**src/rtl/otmp_pkg.sv**
```systemverilog
// Shared types, constants and IEEE conversion functions of the tuning message parser.
`timescale 1ns / 1ps
`default_nettype none
package otmp_pkg;

    localparam int MAX_PACKET_BYTES = 2048;
    localparam int TUNING_ARGS      = 8;
    localparam int OFS_W            = $clog2(MAX_PACKET_BYTES + 1);
    localparam int ARG_IDX_W        = $clog2(TUNING_ARGS);

    // Result kinds reported at the end of a packet.
    localparam logic [1:0] KIND_NONE = 2'd0;
    localparam logic [1:0] KIND_HB   = 2'd1;
    localparam logic [1:0] KIND_TUNE = 2'd2;

    // Argument type codes kept in the tag store.
    localparam logic [1:0] TG_I   = 2'd0;
    localparam logic [1:0] TG_F   = 2'd1;
    localparam logic [1:0] TG_D   = 2'd2;
    localparam logic [1:0] TG_BAD = 2'd3;

    localparam logic [15:0] TIMEOUT_RESET = 16'd2000;

    // Heartbeat and tuning address strings, one byte per entry.
    localparam int HB_LEN = 20;
    localparam int TU_LEN = 24;
    localparam logic [7:0] HB_NAME [HB_LEN] = '{
        8'h2F, 8'h70, 8'h69, 8'h74, 8'h63, 8'h68, 8'h67, 8'h72, 8'h69, 8'h64,
        8'h2F, 8'h68, 8'h65, 8'h61, 8'h72, 8'h74, 8'h62, 8'h65, 8'h61, 8'h74};
    localparam logic [7:0] TU_NAME [TU_LEN] = '{
        8'h2F, 8'h70, 8'h69, 8'h74, 8'h63, 8'h68, 8'h67, 8'h72, 8'h69, 8'h64,
        8'h2F, 8'h70, 8'h6C, 8'h75, 8'h67, 8'h69, 8'h6E, 8'h2F, 8'h74, 8'h75,
        8'h6E, 8'h69, 8'h6E, 8'h67};

    // One queue entry: what the back end must do for one item.
    typedef struct packed {
        logic       tick;
        logic [1:0] kind;
        logic       upd;
    } otmp_cmd_t;

    // Position of the highest set bit.
    function automatic logic [4:0] top_bit(input logic [31:0] v);
        logic [4:0] h;
        h = 5'd0;
        for (int i = 0; i < 32; i++) begin
            if (v[i]) h = 5'(i);
        end
        return h;
    endfunction

    function automatic logic [63:0] i32_to_f64(input logic [31:0] v);
        logic        s;
        logic [31:0] mag;
        logic [4:0]  h;
        logic [63:0] sh;
        s   = v[31];
        mag = s ? (32'd0 - v) : v;
        h   = top_bit(mag);
        sh  = {32'd0, mag} << (6'd52 - {1'b0, h});
        if (mag == 32'd0) return 64'd0;
        return {s, 11'(h) + 11'd1023, sh[51:0]};
    endfunction

    function automatic logic [63:0] f32_to_f64(input logic [31:0] b);
        logic        s;
        logic [7:0]  e;
        logic [22:0] m;
        logic [4:0]  h;
        logic [63:0] sh;
        logic [63:0] res;
        s  = b[31];
        e  = b[30:23];
        m  = b[22:0];
        h  = top_bit({9'd0, m});
        sh = {41'd0, m} << (6'd52 - {1'b0, h});
        if (e == 8'hFF) begin
            res = {s, 11'h7FF, (m != 23'd0) ? ({m, 29'd0} | (52'd1 << 51)) : 52'd0};
        end
        else if (e == 8'd0) begin
            if (m == 23'd0) res = {s, 63'd0};
            else            res = {s, 11'(h) + 11'd874, sh[51:0]};
        end
        else begin
            res = {s, 11'(e) + 11'd896, m, 29'd0};
        end
        return res;
    endfunction

    // Truncate toward zero with saturation; NaN gives zero.
    function automatic logic [31:0] f64_to_i32(input logic [63:0] b);
        logic        s;
        logic [10:0] ex;
        logic [51:0] man;
        logic [10:0] e;
        logic [52:0] mag;
        logic [31:0] res;
        s   = b[63];
        ex  = b[62:52];
        man = b[51:0];
        e   = ex - 11'd1023;
        mag = {1'b1, man} >> (6'd52 - e[5:0]);
        if (ex == 11'h7FF && man != 52'd0) res = 32'd0;
        else if (ex < 11'd1023)            res = 32'd0;
        else if (e >= 11'd31)              res = s ? 32'h8000_0000 : 32'h7FFF_FFFF;
        else                               res = s ? (32'd0 - mag[31:0]) : mag[31:0];
        return res;
    endfunction

    function automatic logic [30:0] count_of(input logic [63:0] b);
        logic [31:0] v;
        v = f64_to_i32(b);
        if (v == 32'd0 || v[31]) return 31'd1;
        return v[30:0];
    endfunction

    // Round to single, nearest-even.
    function automatic logic [31:0] f64_to_f32(input logic [63:0] b);
        logic        s;
        logic [10:0] ex;
        logic [51:0] man;
        logic [63:0] m;
        logic [63:0] q;
        logic [63:0] r;
        logic [63:0] half;
        logic [31:0] res;
        int          e;
        int          sh;
        s   = b[63];
        ex  = b[62:52];
        man = b[51:0];
        m   = {11'd0, 1'b1, man};
        e   = int'(ex) - 1023;
        sh  = (e >= -126) ? 29 : 29 + (-126 - e);
        res = 32'd0;
        q   = 64'd0;
        r   = 64'd0;
        half = 64'd0;
        if (ex == 11'h7FF) begin
            res = (man != 52'd0) ? (32'h7FC0_0000 | {9'd0, man[51:29]}) : 32'h7F80_0000;
        end
        else if (ex != 11'd0 && sh <= 60) begin
            q    = m >> sh;
            r    = m & ((64'd1 << sh) - 64'd1);
            half = 64'd1 << (sh - 1);
            if (r > half || (r == half && q[0])) q = q + 64'd1;
            if (e >= -126) begin
                if (e + 127 >= 255) begin
                    res = 32'h7F80_0000;
                end
                else begin
                    res = (32'(e + 126) << 23) + q[31:0];
                    if (res >= 32'h7F80_0000) res = 32'h7F80_0000;
                end
            end
            else begin
                res = q[31:0];
            end
        end
        return {s, res[30:0]};
    endfunction

endpackage
`default_nettype wire

```
**src/rtl/otmp_if.sv**
```systemverilog
// Handshake interfaces for the request and response channels.
`timescale 1ns / 1ps
`default_nettype none
interface otmp_req_if;
    logic       valid;
    logic       ready;
    logic       func;
    logic [7:0] data_byte;
    logic       last_byte;
    modport source(output valid, func, data_byte, last_byte, input ready);
    modport sink(input valid, func, data_byte, last_byte, output ready);
endinterface

interface otmp_rsp_if;
    logic        valid;
    logic        ready;
    logic        connected;
    logic [1:0]  msg_kind;
    logic        tuning_updated;
    logic [31:0] mode;
    logic [63:0] root_bits;
    logic [63:0] stretch;
    logic [63:0] skew;
    logic [31:0] offset_bits;
    logic [30:0] steps;
    logic [30:0] mos_a;
    logic [30:0] mos_b;
    modport source(output valid, connected, msg_kind, tuning_updated, mode, root_bits,
                   stretch, skew, offset_bits, steps, mos_a, mos_b, input ready);
    modport sink(input valid, connected, msg_kind, tuning_updated, mode, root_bits,
                 stretch, skew, offset_bits, steps, mos_a, mos_b, output ready);
endinterface
`default_nettype wire

```
**src/rtl/osc_tuning_message_parser.sv**
```systemverilog
// Top level of the tuning message parser.
// Usage:
// The req channel carries one item per handshake: a datagram byte (func 0, with
// last_byte on the final byte) or a one-millisecond tick (func 1).
// Every accepted item yields exactly one response item on rsp, in order.
// The rsp item shows the link status, the message kind at a packet's last byte,
// whether the tuning was replaced, and the stored tuning fields.
// An accepted item passes through the queue and then the response register before
// it shows on rsp. The req channel takes one item per cycle while the queue is not
// full, set by the parse step in the front end and the commit in the back end.
// A two-entry queue separates the two; when rsp.ready stays low the response
// register holds, the queue fills and req.ready falls after at most two more items.
// The timeout register is written through cfg_we / cfg_wdata, by the user only
// while idle; the block itself does not enforce it.
// Reset clears the parser, the timer and the link status, loads a timeout
// of 2000 and sets the three counts of the tuning to one.
`timescale 1ns / 1ps
`default_nettype none
module osc_tuning_message_parser (
    input  wire logic        clk,
    input  wire logic        rst_n,
    otmp_req_if.sink         req,
    otmp_rsp_if.source       rsp,
    input  wire logic        cfg_we,
    input  wire logic [15:0] cfg_wdata
);

    otmp_pkg::otmp_cmd_t cmd;
    otmp_pkg::otmp_cmd_t head;
    logic                push;
    logic                full;
    logic                pop;
    logic                not_empty;
    logic [63:0]         pending [otmp_pkg::TUNING_ARGS];

    otmp_front u_front (
        .clk      (clk),
        .rst_n    (rst_n),
        .req      (req),
        .q_full   (full),
        .cmd      (cmd),
        .cmd_push (push),
        .pending  (pending)
    );

    otmp_queue u_queue (
        .clk       (clk),
        .rst_n     (rst_n),
        .push      (push),
        .push_cmd  (cmd),
        .full      (full),
        .pop       (pop),
        .not_empty (not_empty),
        .head      (head)
    );

    otmp_back u_back (
        .clk         (clk),
        .rst_n       (rst_n),
        .cfg_we      (cfg_we),
        .cfg_wdata   (cfg_wdata),
        .q_not_empty (not_empty),
        .q_head      (head),
        .q_pop       (pop),
        .pending     (pending),
        .rsp         (rsp)
    );

endmodule
`default_nettype wire

```
**src/rtl/otmp_front.sv**
```systemverilog
// Front end: accepts items, parses packet bytes and queues one command per item.
`timescale 1ns / 1ps
`default_nettype none
module otmp_front (
    input  wire logic                   clk,
    input  wire logic                   rst_n,
    otmp_req_if.sink                    req,
    input  wire logic                   q_full,
    output otmp_pkg::otmp_cmd_t         cmd,
    output logic                        cmd_push,
    output logic [63:0]                 pending [otmp_pkg::TUNING_ARGS]
);

    typedef enum logic [7:0] {
        PH_ADDR = 8'b0000_0001,
        PH_APAD = 8'b0000_0010,
        PH_TAG0 = 8'b0000_0100,
        PH_TAGS = 8'b0000_1000,
        PH_TPAD = 8'b0001_0000,
        PH_ARGS = 8'b0010_0000,
        PH_DONE = 8'b0100_0000,
        PH_DROP = 8'b1000_0000
    } phase_t;

    phase_t                          phase_reg, phase_next;
    logic [otmp_pkg::OFS_W-1:0]      ofs_reg, ofs_next;
    logic [1:0]                      am_reg, am_next;
    logic [1:0]                      tags_reg [otmp_pkg::TUNING_ARGS];
    logic [1:0]                      tags_next [otmp_pkg::TUNING_ARGS];
    logic [3:0]                      tc_reg, tc_next;
    logic [63:0]                     asm_reg, asm_next;
    logic [3:0]                      ab_reg, ab_next;
    logic [3:0]                      ac_reg, ac_next;
    logic                            pend_we;
    logic [otmp_pkg::ARG_IDX_W-1:0]  pend_idx;
    logic [63:0]                     pend_data;
    logic                            accept;

    // True when argument parsing should stop before argument ac.
    function automatic logic args_done(input logic [3:0] ac, input logic [3:0] tc,
                                       input logic [1:0] tg [otmp_pkg::TUNING_ARGS]);
        if (ac >= 4'(otmp_pkg::TUNING_ARGS) || ac >= tc) return 1'b1;
        return tg[ac[otmp_pkg::ARG_IDX_W-1:0]] == otmp_pkg::TG_BAD;
    endfunction

    assign req.ready = !q_full;
    assign accept    = req.valid && req.ready;
    assign cmd_push  = accept;

    // Parse step for one accepted item.
    always_comb
    begin
        logic [otmp_pkg::OFS_W-1:0] pos;
        logic                       aligned;
        logic [7:0]                 b;
        logic [1:0]                 code;
        logic [3:0]                 need;
        pos        = ofs_reg;
        b          = req.data_byte;
        aligned    = (pos[1:0] == 2'b11);
        code       = otmp_pkg::TG_BAD;
        need       = 4'd4;
        phase_next = phase_reg;
        ofs_next   = ofs_reg;
        am_next    = am_reg;
        tags_next  = tags_reg;
        tc_next    = tc_reg;
        asm_next   = asm_reg;
        ab_next    = ab_reg;
        ac_next    = ac_reg;
        pend_we    = 1'b0;
        pend_idx   = ac_reg[otmp_pkg::ARG_IDX_W-1:0];
        pend_data  = 64'd0;
        cmd.tick   = req.func;
        cmd.kind   = otmp_pkg::KIND_NONE;
        cmd.upd    = 1'b0;
        if (accept && !req.func) begin
            if (ofs_reg < otmp_pkg::OFS_W'(otmp_pkg::MAX_PACKET_BYTES)) begin
                ofs_next = ofs_reg + 1'b1;
                case (phase_reg)
                    PH_ADDR:
                    begin
                        if (b == 8'd0) begin
                            am_next = am_reg & {pos == otmp_pkg::OFS_W'(otmp_pkg::TU_LEN),
                                                pos == otmp_pkg::OFS_W'(otmp_pkg::HB_LEN)};
                            if (am_next == 2'b00) phase_next = PH_DROP;
                            else                  phase_next = aligned ? PH_TAG0 : PH_APAD;
                        end
                        else begin
                            if (!(pos < otmp_pkg::OFS_W'(otmp_pkg::HB_LEN) &&
                                  otmp_pkg::HB_NAME[pos[4:0]] == b)) am_next[0] = 1'b0;
                            if (!(pos < otmp_pkg::OFS_W'(otmp_pkg::TU_LEN) &&
                                  otmp_pkg::TU_NAME[pos[4:0]] == b)) am_next[1] = 1'b0;
                            if (am_next == 2'b00) phase_next = PH_DROP;
                        end
                    end
                    PH_APAD:
                    begin
                        if (aligned) phase_next = PH_TAG0;
                    end
                    PH_TAG0:
                    begin
                        phase_next = (b == 8'h2C) ? PH_TAGS : PH_DROP;
                    end
                    PH_TAGS:
                    begin
                        if (b == 8'd0) begin
                            if (am_reg[0]) begin
                                phase_next = PH_DONE;
                            end
                            else if (aligned) begin
                                phase_next = args_done(ac_reg, tc_reg, tags_reg) ?
                                             PH_DONE : PH_ARGS;
                            end
                            else begin
                                phase_next = PH_TPAD;
                            end
                        end
                        else if (tc_reg < 4'(otmp_pkg::TUNING_ARGS)) begin
                            if (b == 8'h69)      code = otmp_pkg::TG_I;
                            else if (b == 8'h66) code = otmp_pkg::TG_F;
                            else if (b == 8'h64) code = otmp_pkg::TG_D;
                            tags_next[tc_reg[otmp_pkg::ARG_IDX_W-1:0]] = code;
                            tc_next = tc_reg + 1'b1;
                        end
                    end
                    PH_TPAD:
                    begin
                        if (aligned) begin
                            phase_next = args_done(ac_reg, tc_reg, tags_reg) ?
                                         PH_DONE : PH_ARGS;
                        end
                    end
                    PH_ARGS:
                    begin
                        if (ac_reg >= 4'(otmp_pkg::TUNING_ARGS)) begin
                            phase_next = PH_DONE;
                        end
                        else begin
                            code     = tags_reg[ac_reg[otmp_pkg::ARG_IDX_W-1:0]];
                            asm_next = {asm_reg[55:0], b};
                            ab_next  = ab_reg + 1'b1;
                            need     = (code == otmp_pkg::TG_D) ? 4'd8 : 4'd4;
                            if (ab_next >= need) begin
                                pend_we = 1'b1;
                                if (code == otmp_pkg::TG_I)
                                    pend_data = otmp_pkg::i32_to_f64(asm_next[31:0]);
                                else if (code == otmp_pkg::TG_F)
                                    pend_data = otmp_pkg::f32_to_f64(asm_next[31:0]);
                                else
                                    pend_data = asm_next;
                                ac_next  = ac_reg + 1'b1;
                                asm_next = 64'd0;
                                ab_next  = 4'd0;
                                if (args_done(ac_next, tc_reg, tags_reg)) phase_next = PH_DONE;
                            end
                        end
                    end
                    default:
                    begin
                    end
                endcase
            end
            // End of packet: report and start over.
            if (req.last_byte) begin
                if (phase_next == PH_TAGS || phase_next == PH_TPAD ||
                    phase_next == PH_ARGS || phase_next == PH_DONE) begin
                    cmd.kind = am_next[0] ? otmp_pkg::KIND_HB : otmp_pkg::KIND_TUNE;
                    cmd.upd  = !am_next[0] && ac_next >= 4'(otmp_pkg::TUNING_ARGS);
                end
                phase_next = PH_ADDR;
                ofs_next   = '0;
                am_next    = 2'b11;
                tc_next    = 4'd0;
                asm_next   = 64'd0;
                ab_next    = 4'd0;
                ac_next    = 4'd0;
            end
        end
    end

    // Parse state registers.
    always_ff @(posedge clk or negedge rst_n)
    begin
        if (!rst_n) begin
            phase_reg <= PH_ADDR;
            ofs_reg   <= '0;
            am_reg    <= 2'b11;
            tc_reg    <= 4'd0;
            asm_reg   <= 64'd0;
            ab_reg    <= 4'd0;
            ac_reg    <= 4'd0;
        end
        else begin
            phase_reg <= phase_next;
            ofs_reg   <= ofs_next;
            am_reg    <= am_next;
            tc_reg    <= tc_next;
            asm_reg   <= asm_next;
            ab_reg    <= ab_next;
            ac_reg    <= ac_next;
        end
    end

    // Tag store and finished arguments hold payload only.
    always_ff @(posedge clk)
    begin
        tags_reg <= tags_next;
        if (pend_we) pending[pend_idx] <= pend_data;
    end

endmodule
`default_nettype wire

```
**src/rtl/otmp_queue.sv**
```systemverilog
// Two-entry command queue between the parser and the back end.
`timescale 1ns / 1ps
`default_nettype none
module otmp_queue (
    input  wire logic                 clk,
    input  wire logic                 rst_n,
    input  wire logic                 push,
    input  otmp_pkg::otmp_cmd_t       push_cmd,
    output logic                      full,
    input  wire logic                 pop,
    output logic                      not_empty,
    output otmp_pkg::otmp_cmd_t       head
);

    otmp_pkg::otmp_cmd_t slot_reg [2];
    logic                wp_reg, wp_next;
    logic                rp_reg, rp_next;
    logic [1:0]          cnt_reg, cnt_next;

    assign full      = (cnt_reg == 2'd2);
    assign not_empty = (cnt_reg != 2'd0);
    assign head      = slot_reg[rp_reg];

    // Pointer and fill count update.
    always_comb
    begin
        wp_next  = wp_reg ^ push;
        rp_next  = rp_reg ^ pop;
        cnt_next = cnt_reg + {1'b0, push} - {1'b0, pop};
    end

    always_ff @(posedge clk or negedge rst_n)
    begin
        if (!rst_n) begin
            wp_reg  <= 1'b0;
            rp_reg  <= 1'b0;
            cnt_reg <= 2'd0;
        end
        else begin
            wp_reg  <= wp_next;
            rp_reg  <= rp_next;
            cnt_reg <= cnt_next;
        end
    end

    always_ff @(posedge clk)
    begin
        if (push) slot_reg[wp_reg] <= push_cmd;
    end

endmodule
`default_nettype wire

```
**src/rtl/otmp_back.sv**
```systemverilog
// Back end: connection timer, tuning store and the registered response item.
`timescale 1ns / 1ps
`default_nettype none
module otmp_back (
    input  wire logic                 clk,
    input  wire logic                 rst_n,
    input  wire logic                 cfg_we,
    input  wire logic [15:0]          cfg_wdata,
    input  wire logic                 q_not_empty,
    input  otmp_pkg::otmp_cmd_t       q_head,
    output logic                      q_pop,
    input  wire logic [63:0]          pending [otmp_pkg::TUNING_ARGS],
    otmp_rsp_if.source                rsp
);

    logic [15:0] timeout_reg;
    logic [31:0] elapsed_reg, elapsed_next;
    logic        seen_reg, seen_next;
    logic        valid_reg, valid_next;
    logic        conn_reg, conn_next;
    logic [1:0]  kind_reg;
    logic        upd_reg;
    logic [31:0] mode_reg;
    logic [63:0] root_reg, stretch_reg, skew_reg;
    logic [31:0] offs_reg;
    logic [30:0] steps_reg, mos_a_reg, mos_b_reg;

    assign q_pop = q_not_empty && (!valid_reg || rsp.ready);

    // Timer and response valid.
    always_comb
    begin
        elapsed_next = elapsed_reg;
        seen_next    = seen_reg;
        if (q_pop) begin
            if (q_head.tick) begin
                if (elapsed_reg != 32'hFFFF_FFFF) elapsed_next = elapsed_reg + 32'd1;
            end
            else if (q_head.kind != otmp_pkg::KIND_NONE) begin
                elapsed_next = 32'd0;
                seen_next    = 1'b1;
            end
        end
        conn_next  = seen_next && (elapsed_next < {16'd0, timeout_reg});
        valid_next = q_pop ? 1'b1 : (valid_reg && !rsp.ready);
    end

    always_ff @(posedge clk or negedge rst_n)
    begin
        if (!rst_n) begin
            timeout_reg <= otmp_pkg::TIMEOUT_RESET;
            elapsed_reg <= 32'd0;
            seen_reg    <= 1'b0;
            valid_reg   <= 1'b0;
            conn_reg    <= 1'b0;
            kind_reg    <= otmp_pkg::KIND_NONE;
            upd_reg     <= 1'b0;
            mode_reg    <= 32'd0;
            root_reg    <= 64'd0;
            stretch_reg <= 64'd0;
            skew_reg    <= 64'd0;
            offs_reg    <= 32'd0;
            steps_reg   <= 31'd1;
            mos_a_reg   <= 31'd1;
            mos_b_reg   <= 31'd1;
        end
        else begin
            if (cfg_we) timeout_reg <= cfg_wdata;
            elapsed_reg <= elapsed_next;
            seen_reg    <= seen_next;
            valid_reg   <= valid_next;
            if (q_pop) begin
                conn_reg <= conn_next;
                kind_reg <= q_head.tick ? otmp_pkg::KIND_NONE : q_head.kind;
                upd_reg  <= !q_head.tick && q_head.upd;
                // A complete tuning message replaces the stored tuning.
                if (!q_head.tick && q_head.upd) begin
                    mode_reg    <= otmp_pkg::f64_to_i32(pending[0]);
                    root_reg    <= pending[1];
                    stretch_reg <= pending[2];
                    skew_reg    <= pending[3];
                    offs_reg    <= otmp_pkg::f64_to_f32(pending[4]);
                    steps_reg   <= otmp_pkg::count_of(pending[5]);
                    mos_a_reg   <= otmp_pkg::count_of(pending[6]);
                    mos_b_reg   <= otmp_pkg::count_of(pending[7]);
                end
            end
        end
    end

    assign rsp.valid          = valid_reg;
    assign rsp.connected      = conn_reg;
    assign rsp.msg_kind       = kind_reg;
    assign rsp.tuning_updated = upd_reg;
    assign rsp.mode           = mode_reg;
    assign rsp.root_bits      = root_reg;
    assign rsp.stretch        = stretch_reg;
    assign rsp.skew           = skew_reg;
    assign rsp.offset_bits    = offs_reg;
    assign rsp.steps          = steps_reg;
    assign rsp.mos_a          = mos_a_reg;
    assign rsp.mos_b          = mos_b_reg;

endmodule
`default_nettype wire

```
**src/flat_wrapper.sv**
```systemverilog
// flat-port wrapper written by rule: the top's interface ports become plain ports
module osc_tuning_message_parser_flat 
  (clk, rst_n, cfg_we, cfg_wdata, req_valid, req_func, req_data_byte, req_last_byte, req_ready, rsp_valid, rsp_connected, rsp_msg_kind, rsp_tuning_updated, rsp_mode, rsp_root_bits, rsp_stretch, rsp_skew, rsp_offset_bits, rsp_steps, rsp_mos_a, rsp_mos_b, rsp_ready);
  otmp_req_if req_i ();
  otmp_rsp_if rsp_i ();
  input  wire logic clk;
  input  wire logic rst_n;
  input  wire logic cfg_we;
  input  wire logic [15:0] cfg_wdata;
  input wire logic [$bits(req_i.valid)-1:0] req_valid;
  input wire logic [$bits(req_i.func)-1:0] req_func;
  input wire logic [$bits(req_i.data_byte)-1:0] req_data_byte;
  input wire logic [$bits(req_i.last_byte)-1:0] req_last_byte;
  output wire logic [$bits(req_i.ready)-1:0] req_ready;
  output wire logic [$bits(rsp_i.valid)-1:0] rsp_valid;
  output wire logic [$bits(rsp_i.connected)-1:0] rsp_connected;
  output wire logic [$bits(rsp_i.msg_kind)-1:0] rsp_msg_kind;
  output wire logic [$bits(rsp_i.tuning_updated)-1:0] rsp_tuning_updated;
  output wire logic [$bits(rsp_i.mode)-1:0] rsp_mode;
  output wire logic [$bits(rsp_i.root_bits)-1:0] rsp_root_bits;
  output wire logic [$bits(rsp_i.stretch)-1:0] rsp_stretch;
  output wire logic [$bits(rsp_i.skew)-1:0] rsp_skew;
  output wire logic [$bits(rsp_i.offset_bits)-1:0] rsp_offset_bits;
  output wire logic [$bits(rsp_i.steps)-1:0] rsp_steps;
  output wire logic [$bits(rsp_i.mos_a)-1:0] rsp_mos_a;
  output wire logic [$bits(rsp_i.mos_b)-1:0] rsp_mos_b;
  input wire logic [$bits(rsp_i.ready)-1:0] rsp_ready;
  assign req_i.valid = req_valid;
  assign req_i.func = req_func;
  assign req_i.data_byte = req_data_byte;
  assign req_i.last_byte = req_last_byte;
  assign req_ready = req_i.ready;
  assign rsp_valid = rsp_i.valid;
  assign rsp_connected = rsp_i.connected;
  assign rsp_msg_kind = rsp_i.msg_kind;
  assign rsp_tuning_updated = rsp_i.tuning_updated;
  assign rsp_mode = rsp_i.mode;
  assign rsp_root_bits = rsp_i.root_bits;
  assign rsp_stretch = rsp_i.stretch;
  assign rsp_skew = rsp_i.skew;
  assign rsp_offset_bits = rsp_i.offset_bits;
  assign rsp_steps = rsp_i.steps;
  assign rsp_mos_a = rsp_i.mos_a;
  assign rsp_mos_b = rsp_i.mos_b;
  assign rsp_i.ready = rsp_ready;
  osc_tuning_message_parser u_core (.clk(clk), .rst_n(rst_n), .req(req_i), .rsp(rsp_i), .cfg_we(cfg_we), .cfg_wdata(cfg_wdata));
endmodule
```
**config.mk**
```make
export PLATFORM = sky130hd
export DESIGN_NAME = osc_tuning_message_parser_flat
export DESIGN_NICKNAME = d
export VERILOG_FILES = /design/src/rtl/otmp_pkg.sv /design/src/rtl/otmp_if.sv /design/src/rtl/osc_tuning_message_parser.sv /design/src/rtl/otmp_front.sv /design/src/rtl/otmp_queue.sv /design/src/rtl/otmp_back.sv /design/src/flat_wrapper.sv
export SDC_FILE = /design/constraint.sdc
export NUM_CORES = 2
export LEC_CHECK = 0
export ABC_AREA = 1
export BUFFER_PORTS_ARGS = -buffer_cell sky130_fd_sc_hd__buf_4
export CAP_MARGIN = 15
export CELL_PAD_IN_SITES_DETAIL_PLACEMENT = 1
export CELL_PAD_IN_SITES_GLOBAL_PLACEMENT = 2
export CORE_ASPECT_RATIO = 0.8
export CORE_MARGIN = 2
export CORE_UTILIZATION = 39
export DETAILED_ROUTE_END_ITERATION = 7
export PLACE_DENSITY = 0.83
export RECOVER_POWER = 50
export SLEW_MARGIN = 10
export SYNTH_ARGS = -nofsm -noshare
export SYNTH_HDL_FRONTEND = slang
export SYNTH_HIERARCHICAL = 1
export SYNTH_SLANG_ARGS = --single-unit
```
**constraint.sdc**
```tcl
create_clock -name clk -period 13.52 [get_ports clk]
set_input_delay 2.704 -clock clk [delete_from_list [all_inputs] [get_ports clk]]
set_output_delay 2.704 -clock clk [all_outputs]
set_load 0.03 [all_outputs]
```
# --- After elaboration in Yosys (flattened, before gate mapping) ---
# Memories as Yosys holds them, arrays and structs flattened.
# Index checks and enable logic that the tools add are counted.
classes:
  n_addsub: 34
  n_mul: 0
  n_div: 0
  magnitude_cmp: 30
  n_eq_ne: 36
  shift: 9
  n_mux: 278
  bitwise_logic: 9
  n_reduce_logical: 62
ops:
  columns: ["op", "n"]
  rows:
  - ["$mux 32", 37]
  - ["$mux 64", 10]
  - ["$bwmux 512", 1]
  - ["$mux 31", 11]
  - ["$mux 5", 64]
  - ["$mux 56", 5]
  - ["$reduce_bool 52->1", 5]
  - ["$shr 53x6->32", 4]
  - ["$demux 64 s3", 1]
  - ["$mux 63", 3]
  - ["$sub 1x32->32 const A", 5]
  - ["$mux 8", 17]
  - ["$logic_not 32->1", 4]
  - ["$shl 1x32->64 const A", 2]
  - ["$mux 1", 76]
  - ["$mux 4", 17]
  - ["$add 32x1->32 const B", 2]
  - ["$and 53x64->64", 1]
  - ["$eq 64x64->1", 1]
  - ["$gt 64x64->1", 1]
  - ["$sub 64x1->64 const B", 1]
  - ["$eq 11x11->1 const B", 5]
  - ["$shr 53x32->32", 1]
  - ["$mux 52", 1]
  - ["74 further kinds", 183]
word_totals:
  reg_bits: 1025
  latchBits: 0
  ram_bits: 8
  rom_bits: 512
  elab_cells: 503
  n_memories: 3
mem_list:
  columns: ["name", "words", "width", "read_ports", "rd_ports_with_merged_regs", "wr", "line", "rtl"]
  rows:
  - ["(name not given)", 32, 8, 1, 0, 0, "otmp_front.sv:93", "otmp_pkg::TU_NAME[pos[4:0]] == b)) am_next[1] = 1'b0;"]
  - ["(name not given)", 32, 8, 1, 0, 0, "otmp_front.sv:91", "otmp_pkg::HB_NAME[pos[4:0]] == b)) am_next[0] = 1'b0;"]
  - ["u_core.u_queue.slot_reg", 2, 4, 1, 0, 1, "otmp_queue.sv:15", "otmp_pkg::otmp_cmd_t slot_reg [2];"]

# --- Longest topological paths before layout ---
logic_depth:
  depth_word: 49
  depth_mapped: 73

# --- Modules after synthesis ---
# The synthesis kept the hierarchy.
by_module_without_submodules:
  columns: ["module", "n_inst", "cells_each", "area_per_inst_um2", "seq_area_each_um2"]
  rows:
  - ["otmp_back", 1, 7722, 44333.8, 10095.9]
  - ["otmp_front", 1, 2607, 27891.8, 18111.1]
  - ["otmp_queue", 1, 45, 525.5, 340.3]

# --- Worst setup path after synthesis ---
# OpenSTA, ideal clock, no wires.
synth_timing:
  kind: "register to register"
  startpoint: "reg u_core/u_front/pending[244] (netlist bit)"
  endpoint: "reg u_core.u_back.offs_reg[10] (netlist: u_core/u_back/rsp.offset_bits[10])"
  arrival_time_ps: 9026
  required_ps: 13447
  slack_ps: 4421
  path_stages_with_launch: 67
  n_path_buf: 3
  synth_period_minus_slack_ps: 9099
  path_cell_list: "edfxtp_1 > ha_1 > nand2_2 > inv_2 > nor2_1 > nor2_1 > nand2_1 > nand3_2 > nand3_4 > nand2_4 > inv_2 > o21ai_2 > inv_2 > buf_2 > buf_2 > nor3_1 > inv_1 > ha_1 > (+31 left out) > inv_1 > ha_1 > nand2_1 > o21ai_0 > a21oi_1 > o21ai_0 > a21o_1 > a21oi_1 > xor2_1 > or2_2 > nand2_1 > inv_1 > nand4_2 > nand4_2 > nand2_4 > buf_8 > nand2_2 > a21oi_2"
synth_between:
  elab_chain_len: 22
synth_lines:
  columns: ["element", "line", "rtl"]
  rows:
  - ["from (decl)", "otmp_front.sv:11", "output logic [63:0] pending [otmp_pkg::TUNING_ARGS]"]
  - ["from (signal, indexed assignment)", "otmp_front.sv:209", "if (pend_we) pending[pend_idx] <= pend_data;"]
  - ["branches (longest 21 deep; another with $sub 64x1->64)", null, null]
  - ["$mux 31 (*)", "otmp_pkg.sv:139", "if (ex == 11'h7FF) begin"]
  - ["to (signal assigned)", "otmp_back.sv:82", "offs_reg <= otmp_pkg::f64_to_f32(pending[4]);"]
  - ["to (decl)", "otmp_back.sv:25", "logic [31:0] offs_reg;"]
# Every way passes the cells marked *. The select of a mux whose other input is x is not followed.
# A chain may end at the register's enable or synchronous reset.

# --- Worst setup path after layout ---
layout_timing:
  startpoint: "in req_data_byte[0]"
  endpoint: "reg u_core/u_front/pending[88] (netlist bit) (data pin)"
layout_between:
  elab_chain_len: 49
layout_lines:
  columns: ["element", "line", "rtl"]
  rows:
  - ["from (decl)", "flat_wrapper.sv:12", "input wire logic [$bits(req_i.data_byte)-1:0] req_data_byte;"]
  - ["$sub 1x32->32", "otmp_pkg.sv:58", "mag = s ? (32'd0 - v) : v;"]
  - ["$mux 32", "otmp_pkg.sv:58", null]
  - ["$mux 1", "otmp_pkg.sv:47", "if (v[i]) h = 5'(i);"]
  - ["$mux 5 (30 in a row)", "otmp_pkg.sv:47", null]
  - ["$mux 5", "otmp_front.sv:146", "if (code == otmp_pkg::TG_I)"]
  - ["$mux 5", "otmp_front.sv:144", "if (ab_next >= need) begin"]
  - ["$mux 5", "otmp_front.sv:136", "if (ac_reg >= 4'(otmp_pkg::TUNING_ARGS)) begin"]
  - ["$mux 5", "otmp_front.sv:80", "case (phase_reg)"]
  - ["(+5 left out)", null, null]
  - ["$mux 64 (*)", "otmp_front.sv:146", null]
  - ["$mux 64 (*)", "otmp_front.sv:144", null]
  - ["$mux 64 (*)", "otmp_front.sv:136", null]
  - ["$mux 64 (*)", "otmp_front.sv:80", null]
  - ["$mux 64 (*)", "otmp_front.sv:78", "if (ofs_reg < otmp_pkg::OFS_W'(otmp_pkg::MAX_PACKET_BYTES)) begin"]
  - ["$mux 64 (*)", "otmp_front.sv:77", "if (accept && !req.func) begin"]
  - ["via u_core.u_front.pend_data[24]", "otmp_front.sv:36", "logic [63:0] pend_data;"]
  - ["$bwmux 512 (*)", "otmp_front.sv:209", null]
# The timed path passes the listed nets; every way through them passes the cells marked *. The select of a mux whose other input is x is not followed.

==> impl_metrics.prom <==
# TYPE chip_impl_metric gauge
chip_impl_metric{name="critPathMaxFanout",unit=""} 34
chip_impl_metric{name="cp_num_buf_inv",unit=""} 10
chip_impl_metric{name="power_frac_comb",unit=""} 0.582
chip_impl_metric{name="vdd_ir_drop_max",unit="mV"} 0.349
chip_impl_metric{name="multiInputGateArea",unit="mm2"} 0.0383
chip_impl_info{name="crit_path_frequent_cell",value="nand2_1"} 1
chip_impl_metric{name="share_of_the_yosys_chip_area_belonging_to_registers",unit=""} 0.392
chip_impl_metric{name="routed_wire_length_per_instance",unit="um"} 26.9
chip_impl_metric{name="grt_start_max_net_pins",unit=""} 162
chip_impl_metric{name="power.net_switching",unit="W"} 0.00942
chip_impl_info{name="hold-path-endpoint",value="u_core/u_back/rsp.skew[46]$_DFFE_PN0P_"} 1
chip_impl_info{name="cts_root_buf",value="clkbuf_16"} 1
chip_impl_info{name="layout_common_cells",value="nand2_1 (3088), o21ai_0 (1140), inv_1 (960)"} 1
chip_impl_metric{name="ff2ff_path_depth",unit=""} 69
chip_impl_metric{name="grt.overflow.total",unit=""} 0
chip_impl_info{name="critPathCaptureType",value="flip-flop"} 1
chip_impl_metric{name="nNetsFinal",unit=""} 10652
chip_impl_info{name="cp-start-kind",value="input pin"} 1
chip_impl_metric{name="final-seq-area",unit="mm2"} 0.0285
chip_impl_info{name="dominantRegCellSynth",value="edfxtp_1"} 1
chip_impl_metric{name="antenna_found_initial",unit=""} 39
chip_impl_metric{name="final_cells",unit=""} 13052
chip_impl_metric{name="cts.clk_slew.worst_paths",unit="ps"} 70
chip_impl_metric{name="area_growth",unit="%"} 10.5
chip_impl_metric{name="insertion_delay",unit="ps"} 800
chip_impl_metric{name="synth_warnings",unit=""} 6
chip_impl_metric{name="routabilityCongestion",unit=""} 1.03
chip_impl_metric{name="ys_seq_elements",unit=""} 1033
chip_impl_metric{name="cap_violations",unit=""} 21
chip_impl_metric{name="grt_use_total",unit=""} 0.359
chip_impl_metric{name="drc_errors",unit=""} 0
chip_impl_metric{name="number_of_flops_mapped_to_enable_cells_by_yosys",unit=""} 536
chip_impl_info{name="tritoncts",value="yes"} 1
chip_impl_info{name="holdCritStartpoint",value="u_core/u_front/pending[302]$_DFFE_PP_"} 1
chip_impl_metric{name="post_cts_resize_count",unit=""} 0
chip_impl_metric{name="finalSetupViolCount",unit=""} 0
chip_impl_metric{name="std_cell_rows",unit=""} 141
chip_impl_metric{name="filler_cell_count",unit=""} 23624
chip_impl_metric{name="pwr-share-seq",unit=""} 0.234
chip_impl_metric{name="cts_made_buffers",unit=""} 113
chip_impl_info{name="unrepaired_setup_endpoints_after_global_routing",value="false"} 1
chip_impl_metric{name="clock_tree.buffer_depth",unit=""} 3
chip_impl_info{name="hp-class",value="flip-flop to flip-flop"} 1
chip_impl_metric{name="internal_power",unit="W"} 0.00796
chip_impl_metric{name="worst-endpoint-required",unit="ps"} 13950
chip_impl_metric{name="cpPeakStageDelay",unit="ps"} 920
chip_impl_metric{name="core_area",unit="mm2"} 0.185
chip_impl_metric{name="cts.sinks",unit=""} 1033
chip_impl_metric{name="syn_area_per_cell",unit="um2"} 7.01
chip_impl_metric{name="synth_cell_area",unit="mm2"} 0.0728
chip_impl_metric{name="min_delay_path_depth",unit=""} 2
chip_impl_metric{name="max-slew-margin-rel",unit=""} -1.53
chip_impl_metric{name="die_w",unit="um"} 487
chip_impl_metric{name="cts_setup_buffers",unit=""} 0
chip_impl_metric{name="route.final.wire_length",unit="mm"} 351
chip_impl_metric{name="cts.htree.levels",unit=""} 3
chip_impl_metric{name="post-route-util",unit=""} 0.434
chip_impl_metric{name="timing.reg2reg.setup_slack",unit="ps"} 930
chip_impl_metric{name="async_flop_share",unit=""} 0.481
chip_impl_info{name="run_status",value="complete, but fails checks"} 1
chip_impl_metric{name="drt-vias-per-instance",unit=""} 5.91
chip_impl_metric{name="power_density",unit="mW/mm2"} 216
chip_impl_info{name="registers.top_by_ff_count",value="u_core/u_front/pending"} 1
chip_impl_metric{name="slew_violations",unit=""} 945
chip_impl_metric{name="grt_first_pass_wirelength",unit="mm"} 511
chip_impl_metric{name="dr.first_iter.drc_count",unit=""} 8498
chip_impl_metric{name="route.vias.total",unit=""} 77183
chip_impl_info{name="final_common_cell",value="nand2_1"} 1
chip_impl_metric{name="synth.lib_cells_used.distinct",unit=""} 85
chip_impl_metric{name="largest_register_ffs",unit=""} 512
chip_impl_metric{name="dp.final_hpwl",unit="mm"} 263
chip_impl_metric{name="cts_hold_buffers",unit=""} 0
chip_impl_info{name="cp_slowest_cell",value="clkinv_1"} 1
chip_impl_info{name="worstSetupPathType",value="input pin to flip-flop"} 1
chip_impl_metric{name="pin_count",unit=""} 386
chip_impl_info{name="critical_path.reg2reg.endpoint",value="u_core/u_back/rsp.offset_bits[15]$_DFFE_PN0P_"} 1
chip_impl_metric{name="die_h",unit="um"} 390
chip_impl_metric{name="final.period_utilization",unit=""} 0.936
chip_impl_metric{name="start_util",unit=""} 0.393
chip_impl_metric{name="antenna_left",unit=""} 0
chip_impl_metric{name="die-area",unit="mm2"} 0.190
chip_impl_metric{name="final_hold_viol_count",unit=""} 0
chip_impl_metric{name="total_leakage_power",unit="nW"} 34.0
chip_impl_metric{name="drt_pass1_iterations",unit=""} 6
chip_impl_metric{name="syn_inst",unit=""} 10374
chip_impl_metric{name="numPlacedInstances",unit=""} 12794
chip_impl_metric{name="port_buffer_count",unit=""} 385
chip_impl_metric{name="highest_achievable_clock_rate",unit="GHz"} 0.0790
chip_impl_metric{name="power.share.switching",unit=""} 0.542
chip_impl_metric{name="final.setup_skew",unit="ps"} 57.7
chip_impl_info{name="violations",value="max-capacitance violations, max-slew violations"} 1
chip_impl_metric{name="worst_ep_arrival_time",unit="ps"} 13080
chip_impl_info{name="cpLargestDelayFamily",value="simple AND/OR/NAND/NOR gates"} 1
chip_impl_metric{name="tightestPinTransition",unit="ps"} 3790
chip_impl_metric{name="power.clock.fraction",unit=""} 0.184
chip_impl_metric{name="timing.setup.tns",unit="ps"} 0
chip_impl_info{name="critical_path.reg2reg.startpoint",value="u_core/u_front/pending[244]$_DFFE_PP_"} 1
chip_impl_metric{name="final_layout_size_suffix_gt1_frac",unit=""} 0.0640
chip_impl_metric{name="min_period",unit="ps"} 12650
chip_impl_metric{name="first_global_vias",unit=""} 75142
## power groups by stage
stage               clock network, W  logic, W  registers, W
floorplan                          0   0.00597       0.00467
global placement                   0   0.00994       0.00412
detailed placement                 0    0.0100       0.00412
CTS                          0.00325    0.0101       0.00407
global route                 0.00337    0.0110       0.00411
finish                       0.00321    0.0101       0.00406
## tightest hold or removal path, stage by stage (launching register included)
cell and delay, ps:
edfxtp_1 320, nand2_1 50, nand2_1 40
## worst max-delay path by stage
stage / start / to / slack (ps) / cells after the start
floorplan: u_core/u_front/pending[244]$_DFFE_PP_ / u_core/u_back/rsp.offset_bits[10]$_DFFE_PN0P_ / 4420 / 66
global placement: u_core/u_front/pending[244]$_DFFE_PP_ / u_core/u_back/rsp.offset_bits[3]$_DFFE_PN0P_ / 1890 / 69
detailed placement: u_core/u_front/pending[244]$_DFFE_PP_ / u_core/u_back/rsp.offset_bits[7]$_DFFE_PN0P_ / 1510 / 70
CTS: u_core/u_front/pending[244]$_DFFE_PP_ / u_core/u_back/rsp.offset_bits[3]$_DFFE_PN0P_ / 1420 / 70
global route: u_core/u_front/pending[244]$_DFFE_PP_ / u_core/u_back/rsp.offset_bits[3]$_DFFE_PN0P_ / 130 / 69
finish: req_data_byte[0] / u_core/u_front/pending[88]$_DFFE_PP_ / 870 / 45
## cells in the mapped netlist, types with 9 or more instances
cell type	count	area, um2
buf_2	123	616
buf_4	18	135
o31ai_1	13	97.6
nor2_2	22	138
edfxtp_1	536	16100
o22ai_1	114	713
nand3_2	9	90.1
nand4_1	165	1030
clkinv_1	18	67.6
o221ai_1	19	166
mux2i_1	39	390
buf_1	54	203
nor4_1	112	701
nand2_2	39	244
nand3b_1	11	82.6
o211ai_1	90	676
dfstp_2	12	315
xor2_1	93	815
clkbuf_1	353	1330
inv_1	959	3600
a211oi_1	16	120
nor3_1	153	766
nand3_1	953	4770
nor2_1	747	2800
o2111ai_1	12	105
o21ai_1	87	435
nand2_1	3086	11600
a21o_1	9	67.6
a21boi_0	9	67.6
xnor2_1	17	149
o21bai_1	11	82.6
nor2_4	16	180
or2_2	62	388
a22o_1	18	158
a21oi_1	316	1580
dfrtp_1	485	12100
ha_1	140	1750
a21oi_2	22	193
a2111oi_0	10	87.6
o21ai_0	1140	5710
o21a_1	58	435
a31oi_1	48	300
inv_2	43	161
## layer usage
metal  vias up  routed length, um  GRT usage
met5         -                 62          0
met2      3111             151000      0.539
met1     38507             157000      0.521
met3       503              29800     0.0597
li1      35054                  -          -
met4         8              12800      0.119
## kinds of logic after synthesis
family / synth area share
compound gates: 0.158
mux: 0.00552
buf+inv: 0.0856
flops: 0.392
other cells: 0.0000515
fa+ha+maj: 0.0244
simple gates: 0.320
xor+xnor: 0.0147
## final cells by class
class	count	share of cell area
timing repair buffer	547	0.0340
tap	2431	0.0379
clock buffer	157	0.0398
inverter	1020	0.0477
clock inverter	59	0.00752
multi-input combinational	7765	0.477
sequential	1033	0.355
antenna	40	0.00125
## metrics by stage
stage	instance area [um2]	power, W	hold slack, ps	setup WS, ps
2_1_floorplan	72800	0.0106	416	4420
3_5_place_dp	78000	0.0142	431	1510
5_1_grt	80300	0.0184	445	133
6_report	80400	0.0174	432	868
4_1_cts	81800	0.0174	426	1420
3_3_place_gp	78000	0.0141	422	1890
Note: power is estimated with default switching activity, not from simulation.
